--- src/design/bcmd_pkg.sv ---
// Shared types and constants for the battery cell min/max diagnostics block.
package bcmd_pkg;

    localparam int VOLT_W  = 16;
    localparam int INDEX_W = 4;
    localparam int CFG_W   = 8;

    localparam logic [VOLT_W-1:0] VOLT_MAX_VAL = '1;
    localparam logic [VOLT_W-1:0] VOLT_MIN_VAL = '0;

    localparam logic [CFG_W-1:0] ERROR_STEP_RST  = 8'd10;
    localparam logic [CFG_W-1:0] ERROR_LIMIT_RST = 8'd100;

    // Register index as decoded from paddr[2].
    localparam logic [0:0] REG_ERROR_STEP  = 1'b0;
    localparam logic [0:0] REG_ERROR_LIMIT = 1'b1;

    typedef enum logic [1:0] {
        STATUS_FLAWLESS = 2'd0,
        STATUS_ERROR    = 2'd1,
        STATUS_EXCL_A   = 2'd2,
        STATUS_EXCL_B   = 2'd3
    } module_status_t;

    typedef struct packed {
        logic [CFG_W-1:0] error_step;
        logic [CFG_W-1:0] error_limit;
    } cfg_t;

    typedef struct packed {
        logic [VOLT_W-1:0] cell_voltage;
        logic [1:0]        module_status;
        logic              last_cell;
        logic              last_module;
        logic              stop_in;
    } item_t;

    typedef struct packed {
        logic [INDEX_W-1:0] module_index;
        logic [VOLT_W-1:0]  module_min;
        logic [VOLT_W-1:0]  module_max;
        logic               pack_done;
        logic [VOLT_W-1:0]  pack_min;
        logic [VOLT_W-1:0]  pack_max;
        logic               pack_error;
        logic               shutdown;
    } result_t;

endpackage

--- src/design/bcmd_cfg.sv ---
// APB register file holding the error timer step and limit.
module bcmd_cfg
(
    input  logic               clk,
    input  logic               rst_n,
    input  logic               psel,
    input  logic               penable,
    input  logic               pwrite,
    input  logic [2:0]         paddr,
    input  logic [31:0]        pwdata,
    output logic [31:0]        prdata,
    output logic               pready,
    output bcmd_pkg::cfg_t     cfg
);

    logic [bcmd_pkg::CFG_W-1:0] step_reg;
    logic [bcmd_pkg::CFG_W-1:0] limit_reg;
    logic                       wr_en;

    assign pready = 1'b1;
    assign wr_en  = psel & penable & pwrite;

    always_ff @(posedge clk or negedge rst_n)
    begin
        if (!rst_n)
        begin
            step_reg  <= bcmd_pkg::ERROR_STEP_RST;
            limit_reg <= bcmd_pkg::ERROR_LIMIT_RST;
        end
        else if (wr_en)
        begin
            case (paddr[2])
                bcmd_pkg::REG_ERROR_STEP:  step_reg  <= pwdata[bcmd_pkg::CFG_W-1:0];
                bcmd_pkg::REG_ERROR_LIMIT: limit_reg <= pwdata[bcmd_pkg::CFG_W-1:0];
                default: ;
            endcase
        end
    end

    always_comb
    begin
        case (paddr[2])
            bcmd_pkg::REG_ERROR_STEP:  prdata = {24'd0, step_reg};
            bcmd_pkg::REG_ERROR_LIMIT: prdata = {24'd0, limit_reg};
            default:                   prdata = 32'd0;
        endcase
    end

    assign cfg.error_step  = step_reg;
    assign cfg.error_limit = limit_reg;

endmodule

--- src/design/bcmd_datapath.sv ---
// Running module and pack statistics, error timer, and result formation.
module bcmd_datapath #(
    parameter int MAX_MODULES = 16
)
(
    input  logic                clk,
    input  logic                rst_n,
    input  logic                step_en,
    input  bcmd_pkg::item_t     item,
    input  bcmd_pkg::cfg_t      cfg,
    output bcmd_pkg::result_t   result
);

    localparam int CNT_W = (MAX_MODULES > 1) ? $clog2(MAX_MODULES) : 1;
    localparam logic [CNT_W-1:0] CNT_LAST = CNT_W'(MAX_MODULES - 1);

    logic [bcmd_pkg::VOLT_W-1:0] cell_min_reg, cell_min_next;
    logic [bcmd_pkg::VOLT_W-1:0] cell_max_reg, cell_max_next;
    logic [bcmd_pkg::VOLT_W-1:0] pack_min_reg, pack_min_next;
    logic [bcmd_pkg::VOLT_W-1:0] pack_max_reg, pack_max_next;
    logic                        pack_err_reg, pack_err_next;
    logic [bcmd_pkg::CFG_W-1:0]  timer_reg, timer_next;
    logic [CNT_W-1:0]            cnt_reg;
    logic [bcmd_pkg::CFG_W:0]    timer_sum;
    logic [bcmd_pkg::CFG_W-1:0]  timer_sat;
    logic                        flawless;

    assign flawless = (item.module_status == bcmd_pkg::STATUS_FLAWLESS);

    always_comb
    begin
        cell_min_next = (item.cell_voltage < cell_min_reg) ? item.cell_voltage : cell_min_reg;
        cell_max_next = (item.cell_voltage > cell_max_reg) ? item.cell_voltage : cell_max_reg;

        pack_min_next = (flawless && (cell_min_next < pack_min_reg)) ? cell_min_next
                                                                       : pack_min_reg;
        pack_max_next = (flawless && (cell_max_next > pack_max_reg)) ? cell_max_next
                                                                       : pack_max_reg;
        pack_err_next = pack_err_reg | (item.module_status == bcmd_pkg::STATUS_ERROR);

        // The timer saturates at the limit, also when the limit was lowered below it.
        timer_sum  = {1'b0, timer_reg} + {1'b0, cfg.error_step};
        timer_sat  = (timer_sum > {1'b0, cfg.error_limit}) ? cfg.error_limit
                                                             : timer_sum[bcmd_pkg::CFG_W-1:0];
        timer_next = pack_err_next ? timer_sat : '0;
    end

    always_comb
    begin
        result.module_index = bcmd_pkg::INDEX_W'(cnt_reg);
        result.module_min   = cell_min_next;
        result.module_max   = cell_max_next;
        result.pack_done    = item.last_module;
        result.pack_min     = item.last_module ? pack_min_next : '0;
        result.pack_max     = item.last_module ? pack_max_next : '0;
        result.pack_error   = item.last_module & pack_err_next;
        result.shutdown     = item.last_module &
                              (item.stop_in | (timer_next >= cfg.error_limit));
    end

    always_ff @(posedge clk or negedge rst_n)
    begin
        if (!rst_n)
        begin
            cell_min_reg <= bcmd_pkg::VOLT_MAX_VAL;
            cell_max_reg <= bcmd_pkg::VOLT_MIN_VAL;
            pack_min_reg <= bcmd_pkg::VOLT_MAX_VAL;
            pack_max_reg <= bcmd_pkg::VOLT_MIN_VAL;
            pack_err_reg <= 1'b0;
            timer_reg    <= '0;
            cnt_reg      <= '0;
        end
        else if (step_en)
        begin
            if (!item.last_cell)
            begin
                cell_min_reg <= cell_min_next;
                cell_max_reg <= cell_max_next;
            end
            else
            begin
                cell_min_reg <= bcmd_pkg::VOLT_MAX_VAL;
                cell_max_reg <= bcmd_pkg::VOLT_MIN_VAL;
                if (item.last_module)
                begin
                    timer_reg    <= timer_next;
                    pack_min_reg <= bcmd_pkg::VOLT_MAX_VAL;
                    pack_max_reg <= bcmd_pkg::VOLT_MIN_VAL;
                    pack_err_reg <= 1'b0;
                    cnt_reg      <= '0;
                end
                else
                begin
                    pack_min_reg <= pack_min_next;
                    pack_max_reg <= pack_max_next;
                    pack_err_reg <= pack_err_next;
                    cnt_reg      <= (cnt_reg == CNT_LAST) ? '0 : cnt_reg + 1'b1;
                end
            end
        end
    end

endmodule

--- src/design/battery_cell_minmax_diag_core.sv ---
// Top level of the battery cell min/max diagnostics block.
//
// Usage: cell voltages enter on the slave stream, one request per cell, module
// after module. s_tdata carries the voltage, s_tlast marks the last cell of a
// module, and s_tuser carries the module status, the last-module flag and the
// external stop input. At every module end one request leaves on the master
// stream with the module index and its min/max; m_tlast marks the pack end,
// where the pack min/max, pack error and emergency stop are also valid.
// Error step and error limit are set through the APB port while idle.
// A module's last cell is first captured in the input register; its result is
// loaded into the result register, which drives m_tvalid, once there is space.
// Throughput is one cell per cycle unless a module end waits for the result
// register; the combinational compare-and-update path between registers sets it.
// When the receiver stalls, the result register holds its request and s_tready
// drops once a cell that ends a module waits in the input register; cells that
// end no module keep flowing as long as they do not need the result register.
// Reset clears all running statistics, the module counter, the error timer and
// both valid flags, and loads the registers with step 10 and limit 100.
module battery_cell_minmax_diag_core #(
    parameter int MAX_MODULES = 16
)
(
    input  logic        clk,
    input  logic        rst_n,
    input  logic        s_tvalid,
    output logic        s_tready,
    input  logic [15:0] s_tdata,   // [15:0] cell_voltage
    input  logic        s_tlast,   // last_cell
    input  logic [3:0]  s_tuser,   // [1:0] module_status, [2] last_module, [3] stop_in
    output logic        m_tvalid,
    input  logic        m_tready,
    output logic [71:0] m_tdata,   // [3:0] module_index, [19:4] module_min,
                                   // [35:20] module_max, [51:36] pack_min,
                                   // [67:52] pack_max, [71:68] zero
    output logic        m_tlast,   // pack_done
    output logic [1:0]  m_tuser,   // [0] pack_error, [1] shutdown
    input  logic        psel,
    input  logic        penable,
    input  logic        pwrite,
    input  logic [2:0]  paddr,
    input  logic [31:0] pwdata,
    output logic [31:0] prdata,
    output logic        pready
);

    bcmd_pkg::cfg_t    cfg;
    bcmd_pkg::item_t   item_reg;
    bcmd_pkg::result_t res_comb;
    bcmd_pkg::result_t res_reg;
    logic              in_valid_reg;
    logic              out_valid_reg;
    logic              out_space;
    logic              advance;

    bcmd_cfg u_cfg
    (
        .clk     (clk),
        .rst_n   (rst_n),
        .psel    (psel),
        .penable (penable),
        .pwrite  (pwrite),
        .paddr   (paddr),
        .pwdata  (pwdata),
        .prdata  (prdata),
        .pready  (pready),
        .cfg     (cfg)
    );

    bcmd_datapath #(
        .MAX_MODULES (MAX_MODULES)
    ) u_datapath
    (
        .clk     (clk),
        .rst_n   (rst_n),
        .step_en (advance),
        .item    (item_reg),
        .cfg     (cfg),
        .result  (res_comb)
    );

    // A cell that ends no module never needs the result register.
    assign out_space = !out_valid_reg || m_tready;
    assign advance   = in_valid_reg && (!item_reg.last_cell || out_space);
    assign s_tready  = !in_valid_reg || advance;

    always_ff @(posedge clk or negedge rst_n)
    begin
        if (!rst_n)
        begin
            in_valid_reg  <= 1'b0;
            out_valid_reg <= 1'b0;
        end
        else
        begin
            if (s_tready)
            begin
                in_valid_reg <= s_tvalid;
            end
            if (out_space)
            begin
                out_valid_reg <= advance && item_reg.last_cell;
            end
        end
    end

    always_ff @(posedge clk)
    begin
        if (s_tvalid && s_tready)
        begin
            item_reg.cell_voltage  <= s_tdata;
            item_reg.module_status <= s_tuser[1:0];
            item_reg.last_cell     <= s_tlast;
            item_reg.last_module   <= s_tuser[2];
            item_reg.stop_in       <= s_tuser[3];
        end
        if (advance && item_reg.last_cell)
        begin
            res_reg <= res_comb;
        end
    end

    assign m_tvalid = out_valid_reg;
    assign m_tdata  = {4'd0, res_reg.pack_max, res_reg.pack_min, res_reg.module_max,
                       res_reg.module_min, res_reg.module_index};
    assign m_tlast  = res_reg.pack_done;
    assign m_tuser  = {res_reg.shutdown, res_reg.pack_error};

    // A held cell stays in the input register until it moves on.
    assert property (@(posedge clk) disable iff (!rst_n)
        in_valid_reg && !advance |=> in_valid_reg && $stable(item_reg))
        else $error("input register lost or changed a held cell");

    // A module end that cannot be delivered must not advance the statistics.
    assert property (@(posedge clk) disable iff (!rst_n)
        advance && item_reg.last_cell |-> out_space)
        else $error("module result advanced while result register was full");

    // Every module has at least one cell, so its min never exceeds its max.
    assert property (@(posedge clk) disable iff (!rst_n)
        out_valid_reg |-> res_reg.module_min <= res_reg.module_max)
        else $error("module min above module max");

    // Pack fields are zero on results that do not end the pack.
    assert property (@(posedge clk) disable iff (!rst_n)
        out_valid_reg && !res_reg.pack_done |->
            res_reg.pack_min == '0 && res_reg.pack_max == '0 &&
            !res_reg.pack_error && !res_reg.shutdown)
        else $error("pack fields set on a result without pack end");

    // Pack bounds are either ordered or still at their empty sentinels.
    assert property (@(posedge clk) disable iff (!rst_n)
        out_valid_reg && res_reg.pack_done |->
            (res_reg.pack_min <= res_reg.pack_max) ||
            (res_reg.pack_min == bcmd_pkg::VOLT_MAX_VAL &&
             res_reg.pack_max == bcmd_pkg::VOLT_MIN_VAL))
        else $error("pack min/max inconsistent");

endmodule

--- config.mk ---
export PLATFORM = sky130hd
export DESIGN_NAME = battery_cell_minmax_diag_core
export DESIGN_NICKNAME = d
export VERILOG_FILES = /design/src/design/bcmd_pkg.sv /design/src/design/bcmd_cfg.sv /design/src/design/bcmd_datapath.sv /design/src/design/battery_cell_minmax_diag_core.sv
export SDC_FILE = /design/constraint.sdc
export NUM_CORES = 1
export LEC_CHECK = 0
export ABC_AREA = 1
export BUFFER_PORTS_ARGS = -buffer_cell sky130_fd_sc_hd__buf_2
export CORE_ASPECT_RATIO = 0.7
export CORE_UTILIZATION = 57
export DETAILED_ROUTE_END_ITERATION = 6
export PLACE_DENSITY = 0.81
export SETUP_SLACK_MARGIN = 0.5
export SLEW_MARGIN = 40
export SYNTH_ARGS = -nofsm -noshare
export SYNTH_HDL_FRONTEND = slang
export SYNTH_SLANG_ARGS = --single-unit
export TNS_END_PERCENT = 20
--- constraint.sdc ---
create_clock -name clk -period 5 [get_ports clk]
set_input_delay 0.5 -clock clk [delete_from_list [all_inputs] [get_ports clk]]
set_output_delay 0.5 -clock clk [all_outputs]
set_load 0.005 [all_outputs]
## Word level (Yosys, flattened, before mapping)

Cells that the tools add are included.

- Register bits: 187

- Add/sub/neg operators: 2
- Reductions and logical operators: 16
- Mux-type cells: 14
- Order comparisons: 6
- Eq/ne operators: 2
- Bitwise logic cells: 7

Operators with widths:

| kind | count |
|---|---|
| 16-bit 2-to-1 mux | 8 |
| 32-bit case mux with 2 select lines | 1 |
| 16-bit > comparator | 2 |
| 16-bit less-than comparator | 2 |
| 8-bit 2-to-1 mux | 2 |
| 8-bit by 8-bit adder with 9-bit output | 1 |
| 9-bit by 8-bit > comparator with 1-bit output | 1 |
| 8-bit greater-or-equal comparator | 1 |
| 4-bit 2-to-1 mux | 2 |
| 2-bit AND reduction | 3 |
| 1-bit logical AND | 5 |
| 4-bit by 1-bit adder with 4-bit output (second input constant) | 1 |
| 1-bit AND | 4 |
| 4-bit equality test (second input constant) | 1 |
| 1-bit logical NOT | 3 |
| 1-bit logical OR | 3 |
| 3-bit AND reduction | 1 |
| 2-bit by 1-bit equality test with 1-bit output (second input constant) | 1 |
| 2-bit logical NOT | 1 |
| 1-bit OR | 2 |
| 1-bit 2-to-1 mux | 1 |
| 1-bit NOT | 1 |

## Depth between registers and ports, before layout

- Word-level depth: 7
- Mapped depth: 28
- Depth with buffers taken out: 28

## Modules after synthesis

Synthesis repeated with hierarchy kept, for this count alone.

- Cell total of the unflattened synthesis: 1,061
- Area, all modules: 10,033.4 µm²

By module, submodules not included:

| module | times used | sequential area each (µm²) | area each (µm²) | cells each |
|---|---|---|---|---|
| bcmd_datapath | 1 | 1,966.9 | 6,168.4 | 824 |
| battery_cell_minmax_diag_core | 1 | 2,812.7 | 2,909.0 | 112 |
| bcmd_cfg | 1 | 406.6 | 955.9 | 125 |

## Worst setup path before layout

Ideal clock, no wire load.

- Kind: reg-to-reg
- Start: reg u_cfg.step_reg[1] (netlist name)
- End: reg res_reg (netlist bit m_tuser[1]) (data pin)
- Clock period less this slack: 4.430 ns
- Data arrival time: 4.175 ns
- Setup time: 0.255 ns
- Stages on the path, launching flop included: 27
- Path slack: 0.570 ns
- Cell sequence: dfstp_2 > inv_1 > fa_1 > o21ai_1 > a21oi_1 > o21bai_1 > xor2_1 > inv_1 > ha_1 > nand2_1 > o21ai_0 > a21oi_1 > or2_2 > nand2_1 > inv_2 > o211ai_1 > ha_1 > inv_1 > a21boi_0 > o21a_1 > o21a_1 > o21ai_0 > nand2_1 > a21oi_1 > o21ai_0 > o21ai_0 > inv_1

RTL lines:

| element | RTL line | RTL |
|---|---|---|
| from (decl) | bcmd_cfg.sv:16 | `logic [bcmd_pkg::CFG_W-1:0] step_reg;` |
| from (signal assigned) | bcmd_cfg.sv:27 | `step_reg <= bcmd_pkg::ERROR_STEP_RST;` |
| from (signal assigned) | bcmd_cfg.sv:33 | `bcmd_pkg::REG_ERROR_STEP: step_reg <= pwdata[bcmd_pkg::CFG_W-1:0];` |
| to (signal assigned) | battery_cell_minmax_diag_core.sv:118 | `res_reg <= res_comb;` |
| to (decl) | battery_cell_minmax_diag_core.sv:49 | `bcmd_pkg::result_t res_reg;` |

==> flow_summary.json <==
{
  "worst_path_most_repeated_cell": "sky130_fd_sc_hd__o21ai_1",
  "clockBufferDepth": 2,
  "grt_pass1_wl_mm": 37.38,
  "detail_route.first_pass.iterations": 7,
  "layout-area-overhead-vs-synth_pct": 16.30,
  "regToRegStartpoint": "u_cfg.step_reg[1]",
  "numCtsBuffers": 17,
  "min_period_over_period": 0.9204,
  "async_flop_share": 0.5080,
  "buffer_ports.inserted": 117,
  "powerDensity_nw_per_um2": 510.8,
  "synthesis.area_per_instance_um2": 9.452,
  "synth-seq-cells": 187,
  "setup.reg_to_reg.worst_slack_ns": 0.40,
  "fin_setup_tns_ns": 0,
  "synth.most_common_cell": "sky130_fd_sc_hd__nand2_1",
  "setup_repair_after_global_routing_missed_its_margin": "true",
  "clock_tree.htree_level_count": 4,
  "timing.critical_path.max_delay_family": "compound AO/OA/AOI/OAI gates",
  "drv_cap": 0,
  "critical_path_peak_fanout": 5,
  "hold_viol_final": 0,
  "vias": 7711,
  "layout-drive-gt1-share": 0.2223,
  "viasPerCell": 5.396,
  "clk_pin_slew_worst_paths_ns": 0.08,
  "worst-endpoint-arrival_ns": 4.80,
  "die_height_um": 112.1,
  "total_power_mw": 5.868,
  "worst-slew-pin-transition_ns": 0.7531,
  "timing.fmax_mhz": 217.3,
  "hold_buffers": 0,
  "synth_top_area_frac": 0.2797,
  "worstPathBufferInverterCount": 4,
  "netlist.top_cell.by_area": "sky130_fd_sc_hd__edfxtp_1",
  "gpl.final_weighted_congestion": 0.9727,
  "grt.total_usage": 0.2686,
  "largest_stage_delay_worst_path_ns": 0.56,
  "hpwlAfterDp_mm": 16.38,
  "grt_start_max_net_pins": 56,
  "timing.final.crit_period_ns": 4.602,
  "ys_dominant_reg_cell": "sky130_fd_sc_hd__edfxtp_1",
  "setup_violations": 0,
  "worst_setup_path_start_kind": "register",
  "placementRows": 39,
  "r2r_end": "m_tuser[1]",
  "hold_path.class": "primary input to asynchronous set/reset pin",
  "ys_top_cells_by_count": "190 x sky130_fd_sc_hd__nand2_1, 158 x sky130_fd_sc_hd__inv_1, 92 x sky130_fd_sc_hd__edfxtp_1",
  "tritoncts": "yes",
  "reg2reg_path_depth": 25,
  "outcome": "complete, but fails checks",
  "io_pins": 173,
  "fp.dieArea_um2": 17870,
  "global_route.overflow_total": 0,
  "post_synth_inst_count": 1045,
  "grt_antenna_before_repair": 4,
  "final_max_slew_viol_count": 0,
  "finalWirelength_mm": 22.96,
  "violations": "design-rule violations",
  "critPathRequiredTime_ns": 5.20,
  "worst_skew_pair.late_latency_ns": 0.45,
  "maxSlewHeadroom": 0.4961,
  "cts_sinks": 187,
  "synth_warnings": 0,
  "detail_route.drc_violations": 1,
  "drt_iter0_drc": 699,
  "flip_flop_count_of_the_largest_register_after_layout": 68,
  "die_w_um": 159.3,
  "synth_area_um2": 9877,
  "finalNetCount": 1339,
  "leakage_nw": 5.578,
  "synth_top_cells_by_area": "sky130_fd_sc_hd__edfxtp_1 28%, sky130_fd_sc_hd__dfrtp_1 15%, sky130_fd_sc_hd__ha_1 11%, sky130_fd_sc_hd__dfstp_2 9.8%, sky130_fd_sc_hd__nand2_1 7.2%",
  "critical_path.endpoint_type": "register",
  "initial_utilization": 0.5936,
  "root_buffer": "sky130_fd_sc_hd__clkbuf_16",
  "cpMaxStageDelayCell": "sky130_fd_sc_hd__dfstp_2",
  "power.ir.vdd_worst_uv": 249.0,
  "critical_path_class": "register to register",
  "first_global_vias": 7436,
  "placeable_core_region_um2": 16640,
  "route.detailed.wl_per_inst_um": 16.07,
  "synth_cell_type_count": 43,
  "post_synth_edffs": 92,
  "number_of_antenna_violating_nets_in_the_routed_design": 0,
  "fin_skew_ns": 0.01548,
  "critical_path.startpoint": "u_cfg.step_reg[1]",
  "synth.yosys.seq_area_share": 0.5251
}
-- power breakdown --
group / leakage, nW / total, mW / internal, mW / switching (mW)
Combinational: 3.26 / 2.39 / 0.977 / 1.41
Sequential: 2.02 / 2.12 / 1.97 / 0.153
Clock: 0.295 / 1.36 / 0.699 / 0.661
-- routing by layer --
metal,wire length (µm),share of wire,global-route usage,vias up
met5,13,0.00057,0,-
met4,371,0.016,0.09038,2
met3,1901,0.083,0.06393,39
met2,9966,0.43,0.3942,315
met1,10710,0.47,0.3933,3620
li1,-,-,-,3735
-- timing repair --
item / CTS / global route
endpoints found under the setup margin: 4 / 42
resized for setup: 11 / 21
pin swaps: 10 / 10
setup buffers: 9 / 5
hold endpoints to repair: 0 / 0
-- worst max path at each step --
stage	to	slack, ns	depth (start not counted)
2_1_floorplan	m_tuser[1]	0.57	26
3_3_place_gp	m_tuser[1]	0.22	26
3_5_place_dp	m_tuser[1]	0.07	26
4_1_cts	m_tdata[57]	0.48	21
5_1_grt	m_tuser[1]	0.19	26
6_report	m_tuser[1]	0.40	25
-- stage by stage --
step           area, µm²    util  instances  hold WS, ns  setup WS (ns)
5_1_grt            11480  0.6902       1428      0.05507         0.1929
4_1_cts            11380  0.6841       1421      0.03214         0.4799
3_5_place_dp       10700  0.6428       1380       0.4672        0.07494
6_report           11490  0.6904       1429      0.01638         0.3980
2_1_floorplan       9978       -       1072       0.2044         0.5696
3_3_place_gp       10690  0.6425       1380       0.4600         0.2161
-- worst reg2reg max path, cell delays in order (launching register included) --
cell,delay [ns]
sky130_fd_sc_hd__dfstp_2,0.56
sky130_fd_sc_hd__inv_2,0.06
sky130_fd_sc_hd__fa_2,0.42
sky130_fd_sc_hd__o21ai_4,0.21
sky130_fd_sc_hd__a21oi_2,0.08
sky130_fd_sc_hd__o21bai_2,0.15
sky130_fd_sc_hd__xor2_1,0.23
sky130_fd_sc_hd__inv_1,0.11
sky130_fd_sc_hd__ha_4,0.28
sky130_fd_sc_hd__nand2_2,0.06
sky130_fd_sc_hd__o21ai_1,0.11
sky130_fd_sc_hd__a21oi_1,0.08
sky130_fd_sc_hd__or2_4,0.24
sky130_fd_sc_hd__nand2_4,0.09
sky130_fd_sc_hd__buf_4,0.11
sky130_fd_sc_hd__nor2_1,0.03
sky130_fd_sc_hd__a211oi_1,0.31
sky130_fd_sc_hd__ha_1,0.31
sky130_fd_sc_hd__o21a_1,0.11
sky130_fd_sc_hd__o21a_1,0.16
sky130_fd_sc_hd__o21ai_1,0.12
sky130_fd_sc_hd__nand2_1,0.12
sky130_fd_sc_hd__a21oi_2,0.14
sky130_fd_sc_hd__o21ai_1,0.07
sky130_fd_sc_hd__o21ai_1,0.11
sky130_fd_sc_hd__inv_1,0.06
-- cells in the final DEF, fill, tap and decap left out, types with 4 or more instances in the layout --
| master | instances |
|---|---|
| sky130_fd_sc_hd__buf_4 | 39 |
| sky130_fd_sc_hd__o21a_1 | 4 |
| sky130_fd_sc_hd__o21ai_1 | 15 |
| sky130_fd_sc_hd__clkbuf_16 | 18 |
| sky130_fd_sc_hd__dfrtp_1 | 58 |
| sky130_fd_sc_hd__edfxtp_1 | 92 |
| sky130_fd_sc_hd__a21oi_1 | 74 |
| sky130_fd_sc_hd__inv_2 | 5 |
| sky130_fd_sc_hd__nand3_1 | 39 |
| sky130_fd_sc_hd__nand4_1 | 7 |
| sky130_fd_sc_hd__nand2_1 | 186 |
| sky130_fd_sc_hd__a211oi_1 | 5 |
| sky130_fd_sc_hd__ha_1 | 85 |
| sky130_fd_sc_hd__conb_1 | 29 |
| sky130_fd_sc_hd__nand2_2 | 15 |
| sky130_fd_sc_hd__inv_6 | 4 |
| sky130_fd_sc_hd__inv_8 | 7 |
| sky130_fd_sc_hd__o21ai_0 | 74 |
| sky130_fd_sc_hd__nor2_1 | 54 |
| sky130_fd_sc_hd__o22ai_1 | 32 |
| sky130_fd_sc_hd__inv_1 | 155 |
| sky130_fd_sc_hd__buf_2 | 116 |
| sky130_fd_sc_hd__dfstp_2 | 37 |
-- area by class of cell --
class,count,area (µm²)
fill,1260,5152
tap,225,281.5
clock inverter,14,137.6
multi-input combinational,663,3918
clock buffer,18,450.4
timing repair buffer,157,895.9
inverter,162,610.6
sequential,187,5186
antenna,3,7.507
-- logic make-up after synthesis --
group	share of synthesized area
compound gates	0.1269
xor+xnor	0.005321
fa+ha+maj	0.1122
buf+inv	0.09716
flops	0.5251
other cells	0.0007604
simple gates	0.1325
(Power assumes the default switching activity.)
